## config.mk

```make
export PLATFORM = sky130hd
export DESIGN_NAME = flg_queue
export DESIGN_NICKNAME = d
export VERILOG_FILES = /design/src/sv/flg_pkg.sv /design/src/sv/flg_queue.sv
export SDC_FILE = /design/constraint.sdc
export NUM_CORES = 1
export LEC_CHECK = 0
export ABC_AREA = 1
export BUFFER_PORTS_ARGS = -buffer_cell sky130_fd_sc_hd__buf_2
export CAP_MARGIN = 20
export CORE_MARGIN = 4
export CORE_UTILIZATION = 50
export CTS_BUF_LIST = sky130_fd_sc_hd__clkbuf_4
export CTS_CLUSTER_DIAMETER = 200
export DETAILED_ROUTE_END_ITERATION = 12
export HOLD_SLACK_MARGIN = 0.12
export PLACE_DENSITY = 0.8
export SLEW_MARGIN = 30
export SYNTH_ARGS = -nofsm -noshare
export SYNTH_HDL_FRONTEND = slang
export SYNTH_SLANG_ARGS = --single-unit
```

## constraint.sdc

```tcl
create_clock -name clock -period 2.86 [get_ports clock]
set_clock_uncertainty 0.1 [all_clocks]
set_input_delay 0.572 -clock clock [delete_from_list [all_inputs] [get_ports clock]]
set_output_delay 0.572 -clock clock [all_outputs]
set_load 0.01 [all_outputs]
```

## src/sv/flg_pkg.sv

```systemverilog
// -----------------------------------------------------------------------------
// flg_pkg: shared definitions for the stereo flanger
// Default sizes, register indexes, the configuration bundle and the fixed
// constants of the sine table generator.
// -----------------------------------------------------------------------------
package flg_pkg;

   // Default sizes.
   localparam int LINE_DEPTH       = 2048;
   localparam int SINE_TABLE_DEPTH = 1024;
   localparam int SAMPLE_BITS      = 24;
   localparam int QUEUE_DEPTH      = 2;

   // Configuration port.
   localparam int CSR_ADDR_BITS = 3;
   localparam int CSR_DATA_BITS = 32;

   localparam logic [CSR_ADDR_BITS-1:0] CSR_ENABLE     = 3'd0;
   localparam logic [CSR_ADDR_BITS-1:0] CSR_PHASE_STEP = 3'd1;
   localparam logic [CSR_ADDR_BITS-1:0] CSR_MIN_DELAY  = 3'd2;
   localparam logic [CSR_ADDR_BITS-1:0] CSR_MAX_DELAY  = 3'd3;
   localparam logic [CSR_ADDR_BITS-1:0] CSR_DEPTH      = 3'd4;
   localparam logic [CSR_ADDR_BITS-1:0] CSR_WET_MIX    = 3'd5;

   // Register reset values.
   localparam logic [18:0] MIN_DELAY_RESET = 19'd1229;
   localparam logic [18:0] MAX_DELAY_RESET = 19'd122880;
   localparam logic [16:0] DEPTH_RESET     = 17'd32768;
   localparam logic [16:0] WET_MIX_RESET   = 17'd32768;

   // Unity in Q1.16.
   localparam logic [16:0] UNITY_Q16 = 17'h10000;

   // Q30 constants for the sine table.
   localparam logic [63:0] Q30_ONE     = 64'd1073741824;
   localparam logic [63:0] TWO_PI_Q30  = 64'd6746518852;
   localparam logic [63:0] PI_Q30      = 64'd3373259426;
   localparam logic [63:0] HALF_PI_Q30 = 64'd1686629713;

   // Configuration registers as seen by the datapath.
   typedef struct packed {
      logic        enable;
      logic [31:0] phase_step;
      logic [18:0] min_delay;
      logic [18:0] max_delay;
      logic [16:0] depth;
      logic [16:0] wet_mix;
   } cfg_type;

endpackage

```

## src/sv/flg_queue.sv

```systemverilog
// -----------------------------------------------------------------------------
// flg_queue: small job queue between front and back
// Holds classified jobs so that the front and the back can stall independently.
// -----------------------------------------------------------------------------
module flg_queue #(
   parameter int Width = 8,
   parameter int Depth = flg_pkg::QUEUE_DEPTH
) (
   input  logic             clock,
   input  logic             reset,
   input  logic             push,
   output logic             full,
   input  logic             pop,
   output logic             empty,
   input  logic [Width-1:0] wdata,
   output logic [Width-1:0] rdata
);

   localparam int PtrW = (Depth > 1) ? $clog2(Depth) : 1;
   localparam int CntW = $clog2(Depth + 1);

   logic [Width-1:0] slot_ff [Depth];
   logic [PtrW-1:0]  wr_ptr_ff, wr_ptr_in;
   logic [PtrW-1:0]  rd_ptr_ff, rd_ptr_in;
   logic [CntW-1:0]  count_ff, count_in;
   logic             do_push, do_pop;

   assign full    = (count_ff == CntW'(Depth));
   assign empty   = (count_ff == '0);
   assign rdata   = slot_ff[rd_ptr_ff];
   assign do_push = push && !full;
   assign do_pop  = pop && !empty;

   // Pointer and occupancy update.
   always_comb begin
      wr_ptr_in = wr_ptr_ff;
      rd_ptr_in = rd_ptr_ff;
      count_in  = count_ff;
      if (do_push) begin
         wr_ptr_in = (wr_ptr_ff == PtrW'(Depth - 1)) ? '0 : wr_ptr_ff + 1'b1;
      end
      if (do_pop) begin
         rd_ptr_in = (rd_ptr_ff == PtrW'(Depth - 1)) ? '0 : rd_ptr_ff + 1'b1;
      end
      if (do_push && !do_pop) begin
         count_in = count_ff + 1'b1;
      end else if (do_pop && !do_push) begin
         count_in = count_ff - 1'b1;
      end
   end

   always_ff @(posedge clock) begin
      if (reset) begin
         wr_ptr_ff <= '0;
         rd_ptr_ff <= '0;
         count_ff  <= '0;
      end else begin
         wr_ptr_ff <= wr_ptr_in;
         rd_ptr_ff <= rd_ptr_in;
         count_ff  <= count_in;
      end
   end

   // Storage.
   always_ff @(posedge clock) begin
      if (do_push) begin
         slot_ff[wr_ptr_ff] <= wdata;
      end
   end

endmodule

```

==> results of run 1 <==
-- flip-flops by register name, summed over array words and instances, names as in the netlist, named ones only --
| signal | count |
|---|---|
| rd_ptr_ff | 1 |
| wr_ptr_ff | 1 |
| count_ff | 2 |
| slot_ff | 16 |
-- logic make-up after synthesis --
| group | after synthesis |
|---|---|
| and+or+nand+nor | 16 |
| DFF | 21 |
| muxes | 8 |
| AOI/OAI and AO/OA | 6 |
| buffers and inverters | 10 |
| adders and majority gates | 1 |
-- per-stage QoR --
| step | setup slack (ns) | util | cells | hold WS, ns | total power (W) |
|---|---|---|---|---|---|
| floorplan | 1.37 | - | 62 | 0.374 | 0.000609 |
| global placement | 1.12 | 0.615 | 98 | 0.393 | 0.000679 |
| detailed placement | 1.09 | 0.615 | 98 | 0.415 | 0.000692 |
| CTS | 0.810 | 0.635 | 102 | 0.351 | 0.000837 |
| global route | 0.748 | 0.635 | 102 | 0.343 | 0.000885 |
| finish | 0.834 | 0.635 | 102 | 0.364 | 0.000829 |
-- cell type report --
cell class | instances | area (µm²) | share of cell area
sequential | 21 | 581 | 0.593
tap | 16 | 20.0 | 0.0205
multi-input combinational | 31 | 209 | 0.214
inverter | 9 | 33.8 | 0.0345
timing repair buffer | 21 | 105 | 0.107
clock buffer | 4 | 30.0 | 0.0307
-- placed cells by master (no fill, tap or decap) --
master and instances:
a21oi_1 1, nand2_1 4, clkbuf_4 4, mux2_2 8
dfxtp_1 5, nor2_1 9, nand3_1 1, buf_2 21
o21ai_0 2, edfxtp_1 16, o21ai_2 2, and2_4 1
ha_1 1, inv_1 7, o21ai_1 1, nand4_1 1
inv_2 2
-- power breakdown --
| group | internal [W] | leakage (nW) | total (W) | switching [W] |
|---|---|---|---|---|
| clock | 0.0000637 | 0.0184 | 0.000145 | 0.0000818 |
| combinational | 0.000115 | 0.200 | 0.000251 | 0.000136 |
| sequential | 0.000390 | 0.191 | 0.000432 | 0.0000427 |
| total | 0.000568 | 0.409 | 0.000829 | 0.000261 |
-- worst reg2reg max path: stages (launching register included) --
cell and delay [ns]:
dfxtp_1 0.50, o21ai_2 0.13, nor2_1 0.56
-- final timing paths --
| kind | startpoint | to | slack [ns] | cells past startpoint |
|---|---|---|---|---|
| max | flop | rdata[1] | 0.83 | 2 |
| min | wdata[5] | slot_ff[1][5] | 0.36 | 1 |
| max reg2reg | count_ff[0] | slot_ff[0][0] | 1.22 | 2 |
| min reg2reg | wr_ptr_ff | wr_ptr_ff | 0.43 | 2 |
-- cells in the mapped netlist --
cell and instances:
nand4_1 1, o21ai_0 2, nand2_1 4, nand3_1 1, a21oi_1 1, o21ai_1 1
nor2_1 9, buf_2 1, inv_2 2, dfxtp_1 5, edfxtp_1 16, and2_4 1
ha_1 1, mux2_2 8, o21ai_2 2, inv_1 7
-- layer usage --
metal	wire (µm)	track usage
met3	84	0.0460
met4	0	0.0404
met1	571	0.141
met5	0	0
met2	724	0.207
==> out/results.txt, run 1 <==
outcome = complete, no violations
Least-Margin Pin Slew = 0.713 ns
vias in the first global route = 507
# nets final = 100
WP buf/inv = 1
Placer Congestion = 0.634
antenna viol nets, final = 0
fin crit share = 0.709
Yosys warnings = 0
fill count = 134
TNS Setup = 0 ns
sequential share of the synthesized area = 0.701
syn avg cell area = 13.4 µm²
CTS tree = built
Area contributors post-synth = edfxtp_1 58%, dfxtp_1 12%, mux2_2 11%, nor2_1 4.1%, inv_1 3.2%
PortBufs = 21
Slew HR = 0.523
max cap viols = 0
Synth Area in Compound Gates = 0.0453
router iterations before antenna repair = 4
final instance area = 978 µm²
RSZ-0062 raised after global routing = no
wire length per cell = 13.5 µm
crit-path cells = mux2_2 -> buf_2
clock root buffer = clkbuf_4
first-pass GRT wire length = 2230 µm
antenna violations before repair = 0
number of synthesized register bits = 21
num ports = 22
Die W = 48.7 µm
slowest stage cell, crit path = dfxtp_1
XOR/XNOR Fraction of Synth Area = 0
worst path required time = 2.19 ns
Final Hold Viols = 0
Worst-path clk slew = 0.11 ns
Fmax achieved = 493 MHz
vias per inst = 5.06
largest net degree at the start of global routing = 12
Clock Latency Late Sink = 0.29 ns
GR Util All Layers = 0.122
endpoints failing setup = 0
core area = 1540 µm²
final wirelength = 1380 µm
post-synth top area share = 0.580
Cell Area, Synth = 828 µm²
hold_buf cts = 0
layout cell share with drive strength beyond 1 = 0.442
die area = 2370 µm²
fin crit period = 2.03 ns
Crit Path Max Fanout = 8
dpl cell area = 948 µm²
max-slew violations = 0
Lkg Pwr = 0.409 nW
GRT overflow = 0
worst hold path class = in2reg
Starting Density = 0.537
DRT iter0 DRCs = 4
chip height = 48.7 µm
Worst VDD drop = 0.441 mV
P&R area growth vs syn = 18.1%
CTS max path bufs = 2
Setup crit end kind = output port
Synthesized Nets = 75
pwr dens = 847 nW/µm²
Via Count = 516
Post-CTS Repair Setup Buffers = 0
Post-Synth Simple-Gate Area = 0.0831
row count = 14
slowest cell delay on critical path = 0.54 ns
kind of critical path = reg2out
residual DRC count = 0
post-synthesis mux area share = 0.109
diode count = 0
CTS H-tree lvls = 1
cell type with the largest total area after synthesis = edfxtp_1
CP Launch Type = flop
largest family of logic cells by synthesized area = multiplexers
PostCTS Resize Cnt = 0
Synth Area in Adders = 0.0151
post-DP HPWL = 1050 µm
Post-Syn Instances = 62
clk sinks = 21
CP top delay family = flip-flops
Yosys cell types = 16
Num CTS Buffers = 3
worst endpoint data arrival time = 1.35 ns
No activity file was read; power rests on OpenSTA's default activity.
==> run 2, diff against run 1 <==
Settings changed: CORE_UTILIZATION 50 to 47, PLACE_DENSITY 0.8 to 0.79.
Clock period 2.86 ns to 1.66 ns, I/O delays scaled along.
==> run 2 against run 1 <==
Net effect: die area is 5.3% higher; flip-flop and latch count stayed put; first-iteration DRC count grew 25%; critical endpoint is now rdata[6].
==> out/results.txt, run 2 (same netlist as run 1, synthesis figures left out) <==
Non-Filler Instances = 112 (+9.8%)
CTS tree = built
RSZ-0062 raised after global routing = yes
DRT iter0 DRCs = 5 (+1)
worst r2r src = count_ff[0]
CTS H-tree lvls = 1 (unchanged)
metal3 WL = 63 µm (-25%)
worst reg2reg setup slack = 0.16 ns (-1.06 ns)
Inst Count DP = 100 (+2.0%)
Clock Latency Late Sink = 0.29 ns (about the same)
die area = 2500 µm² (+5.3%)
kind of critical path = reg2out
vias in the first global route = 488 (-3.7%)
Setup crit end kind = output port
met1 WL = 582 µm (+1.9%)
pre-CTS WS = 0.138 ns (-0.955 ns)
wire length per cell = 11.3 µm (-16%)
setup slack after layout = 0.0302 ns (-0.803 ns)
commonest non-fill, non-tap cell in the layout = buf_2
Post-CTS Repair Setup Buffers = 0 (unchanged)
TNS Setup = 0 ns (unchanged)
fin crit share = 0.982
GR Util All Layers = 0.115 (-0.00768)
commonest cells after routing, fill and taps aside = 21 x buf_2, 16 x edfxtp_1, 9 x nor2_1
layout cell share with drive strength beyond 1 = 0.438 (-0.00436)
highest routed layer = met4
CP Launch Type = flop
PortBufs = 21 (unchanged)
first-pass GRT wire length = 2130 µm (-4.6%)
outcome = complete, no violations
max reg flops = 16 (unchanged)
clk sinks = 21 (unchanged)
Regs by FF count = slot_ff x16, count_ff x2
chip height = 50.0 µm (+2.6%)
Starting Density = 0.525 (-0.0119)
fin crit period = 1.63 ns
register with the most flip-flops = slot_ff
HP Start = reset
max-slew violations = 0 (unchanged)
worst hold path class = in2reg
met2 WL = 611 µm (-16%)
P&R area growth vs syn = 29.9%
post-DP HPWL = 897 µm (-14%)
Hold Slack = 0.195 ns (-0.169 ns)
CTS max path bufs = 2 (unchanged)
Lkg Pwr = 0.453 nW (+11%)
Least-Margin Pin Slew = 0.293 ns (-0.420 ns)
num ports = 22 (unchanged)
Worst VDD drop = 0.806 mV (+83%)
endpoints failing setup = 0 (unchanged)
Die W = 50.0 µm (+2.6%)
residual DRC count = 0 (unchanged)
Placer Congestion = 0.730 (+15%)
clock root buffer = clkbuf_4
Num CTS Buffers = 3 (unchanged)
pwr dens = 1330 nW/µm² (+57%)
max cap viols = 0 (unchanged)
Slew HR = 0.804 (+0.281)
worst path required time = 1.23 ns (-0.96 ns)
Crit Path Max Fanout = 8 (unchanged)
row count = 14 (unchanged)
router iterations before antenna repair = 4 (unchanged)
diode count = 0 (unchanged)
worst endpoint data arrival time = 1.20 ns (-0.15 ns)
GRT overflow = 0 (unchanged)
CP endpoint = rdata[6]
Final Hold Viols = 0 (unchanged)
R2R depth = 8 (+6)
core area = 1580 µm² (+2.3%)
# nets final = 110 (+10%)
antenna violations before repair = 0 (unchanged)
final wirelength = 1270 µm (-8.1%)
worst reg2reg endpoint = count_ff[1]
Worst-path clk slew = 0.11 ns (about the same)
Fmax achieved = 614 MHz
Via Count = 516 (unchanged)
vias per inst = 4.61 (-8.9%)
antenna viol nets, final = 0 (unchanged)
largest net degree at the start of global routing = 13 (+1)
[run 2: report_power, final]
part	switching, W	leakage (nW)	total [W]	internal [W]
clock	0.000142	0.0177	0.000232	0.0000896
sequential	0.0000731	0.192	0.000750	0.000677
combinational	0.000227	0.244	0.000450	0.000223
total	0.000442	0.453	0.00143	0.000990
[run 2: layout make-up]
type | count | area, µm²
clock inverters | 1 | 5.00
fillers | 114 | 500
flip-flops and latches | 21 | 586
multi-input cells | 31 | 209
clock buffers | 3 | 22.5
well taps | 16 | 20.0
repair buffers | 31 | 200
inverters | 9 | 33.8
[run 2: worst max-delay path, stage by stage (launching register included)]
cell and delay (ns):
dfxtp_4 0.42, mux2_2 0.34, buf_2 0.14
[run 2: what timing repair did]
item / in CTS / in global routing
setup endpoints to repair: 8 / 9
hold buffers: 8 / 0
resized for setup: 2 / 1
hold endpoints to repair: 16 / 0
pin swaps: 0 / 0
[run 2: metrics by stage]
stage	area (µm²)	power, W	utilization
floorplan	828	0.00105	-
global placement	963	0.00118	0.611
detailed placement	963	0.00120	0.611
CTS	1070	0.00145	0.682
global route	1080	0.00155	0.683
finish	1080	0.00143	0.683
[run 2: how the worst min path moves through the flow]
stage / endpoint / slack [ns] / depth (start not counted)
floorplan: slot_ff[0][0] / 0.33 / 0
finish: count_ff[1] / 0.20 / 4
CTS: count_ff[1] / 0.19 / 4
global route: count_ff[1] / 0.22 / 4
global placement: wr_ptr_ff / 0.39 / 2
detailed placement: wr_ptr_ff / 0.40 / 2
[run 2: per-layer routing]
metal	global-route usage	vias up
li1	-	279
met1	0.148	219
met2	0.172	16
met3	0.0271	2
met4	0.0691	0
met5	0	-
==> run 3, diff against run 2 <==
Settings changed: PLACE_DENSITY 0.79 to 0.74.
==> run 3 against run 2 <==
Net effect: core utilization grew 0.63 points; via count increased by 5.8%; register-to-register slack hardly changed; critical path depth stayed put; non-clock buffer count increased by 1; setup slack better by 0.0012 ns; routed wire length up 9.8%; highest routed layer unchanged.
==> out/results.txt, run 3 (same netlist as run 1, synthesis figures left out) <==
wire length per cell = 12.3 µm (+8.8%)
Worst VDD drop = 1.08 mV (+34%)
Endpoint, Worst Hold = slot_ff[1][5]
num ports = 22 (unchanged)
CTS H-tree lvls = 1 (unchanged)
Slew HR = 0.797 (-0.00723)
Post-CTS Repair Setup Buffers = 0 (unchanged)
# nets final = 111 (+0.91%)
antenna viol nets, final = 0 (unchanged)
R2R depth = 8 (unchanged)
HP Start = wdata[5]
CTS tree = built
GRT overflow = 0 (unchanged)
Num CTS Buffers = 3 (unchanged)
final wirelength = 1390 µm (+9.8%)
Via Count = 546 (+5.8%)
pwr dens = 1360 nW/µm² (+2.0%)
multi-input logic area = 213 µm² (+1.8%)
layout cell share with drive strength beyond 1 = 0.443 (+0.00580)
Placer Congestion = 0.672 (-8.0%)
worst reg2reg setup slack = 0.17 ns (about the same)
worst reg2reg endpoint = count_ff[1]
DRT iter0 DRCs = 2 (-3)
commonest cells after routing, fill and taps aside = 21 x buf_2, 16 x edfxtp_1, 9 x nor2_1
row count = 14 (unchanged)
Lkg Pwr = 0.463 nW (+2.3%)
PortBufs = 21 (unchanged)
Overall Power = 0.00147 W (+2.9%)
Crit Path Max Fanout = 8 (unchanged)
Hold Path Cell Cnt = 1 (-3)
dpl cell area = 978 µm² (+1.6%)
Final Hold Viols = 0 (unchanged)
Worst-path clk slew = 0.10 ns (about the same)
core area = 1580 µm² (unchanged)
commonest non-fill, non-tap cell in the layout = buf_2
worst endpoint data arrival time = 1.20 ns (about the same)
kind of critical path = reg2out
fin crit share = 0.981 (about the same)
worst path required time = 1.23 ns (about the same)
chip height = 50.0 µm (unchanged)
TNS Setup = 0 ns (unchanged)
fin crit period = 1.63 ns (-0.00123 ns)
worst hold path class = in2reg
register with the most flip-flops = slot_ff
outcome = complete, no violations
fill count = 122 (+7.0%)
vias per inst = 4.83 (+4.9%)
post-DP HPWL = 1040 µm (+16%)
Fmax achieved = 614 MHz (about the same)
max reg flops = 16 (unchanged)
Least-Margin Pin Slew = 0.304 ns (+0.0108 ns)
die area = 2500 µm² (unchanged)
largest net degree at the start of global routing = 12 (-1)
router iterations before antenna repair = 2 (-2)
RSZ-0062 raised after global routing = yes
final instance area = 1090 µm² (+0.93%)
Regs by FF count = slot_ff x16, count_ff x2
Setup crit end kind = output port
CP Launch Type = flop
max-slew violations = 0 (unchanged)
residual DRC count = 0 (unchanged)
register area = 584 µm² (-0.21%)
GR Util All Layers = 0.125 (+0.0102)
diode count = 0 (unchanged)
vias in the first global route = 531 (+8.8%)
Starting Density = 0.525 (unchanged)
P&R area growth vs syn = 31.1%
Die W = 50.0 µm (unchanged)
CTS max path bufs = 2 (unchanged)
endpoints failing setup = 0 (unchanged)
max cap viols = 0 (unchanged)
worst r2r src = count_ff[0]
first-pass GRT wire length = 2250 µm (+5.8%)
Clock Latency Late Sink = 0.29 ns (about the same)
clk sinks = 21 (unchanged)
clock root buffer = clkbuf_4
antenna violations before repair = 0 (unchanged)
run 3: changes by cell type in the layout (fill, tap and decap cells not counted):
cell	before	now
buf_4	2	4
clkbuf_4	3	4
mux2_4	0	1
dfxtp_1	3	4
mux2_2	8	7
clkinv_2	1	0
dlygate4sd3_1	8	7
dfxtp_2	1	0
run 3: worst max path at each step:
stage                                to   startpoint  slack (ns)
after floorplan           slot_ff[1][0]  count_ff[0]        0.24
after global placement         rdata[5]         flop        0.20
after detailed placement    count_ff[1]  count_ff[0]        0.20
after CTS                      rdata[5]         flop        0.02
after global routing           rdata[2]         flop       -0.02
final                          rdata[5]         flop        0.03
run 3: layer usage:
metal  vias up  global-route usage  wire [µm]
met5         -                   0          0
met4         0               0.101         45
met3         6              0.0331         68
met2        17               0.207        704
met1       240               0.131        573
li1        283                   -          -
run 3: what timing repair did:
| item | in CTS | in global routing |
|---|---|---|
| pin swaps | 0 | 0 |
| endpoints found under the setup margin | 8 | 7 |
| hold buffers | 4 | 3 |
| gates resized for setup | 2 | 1 |
| endpoints found under the hold margin | 8 | 6 |
run 3: cell type report:
type | instances | share of cell area
clock buffer | 4 | 0.0276
inverter | 9 | 0.0311
multi-input combinational | 31 | 0.196
timing repair buffer | 32 | 0.189
tap | 16 | 0.0184
sequential | 21 | 0.538
run 3: worst max-delay path: stages, from the launching register on:
cell and delay, ns:
dfxtp_4 0.42, mux2_2 0.35, buf_2 0.14
run 3: where the power goes:
group	internal, W	switching, W
Combinational	0.000243	0.000244
Clock	0.000110	0.000136
Sequential	0.000674	0.0000669
run 3: metrics by stage:
stage          hold slack (ns)  worst slack, ns  cells  utilization
3_5_place_dp             0.430            0.195    102        0.621
2_1_floorplan            0.331            0.239     62            -
6_report                 0.136           0.0314    113        0.689
5_1_grt                  0.122          -0.0179    113        0.689
3_3_place_gp             0.393            0.199    102        0.621
4_1_cts                  0.120           0.0154    110        0.667
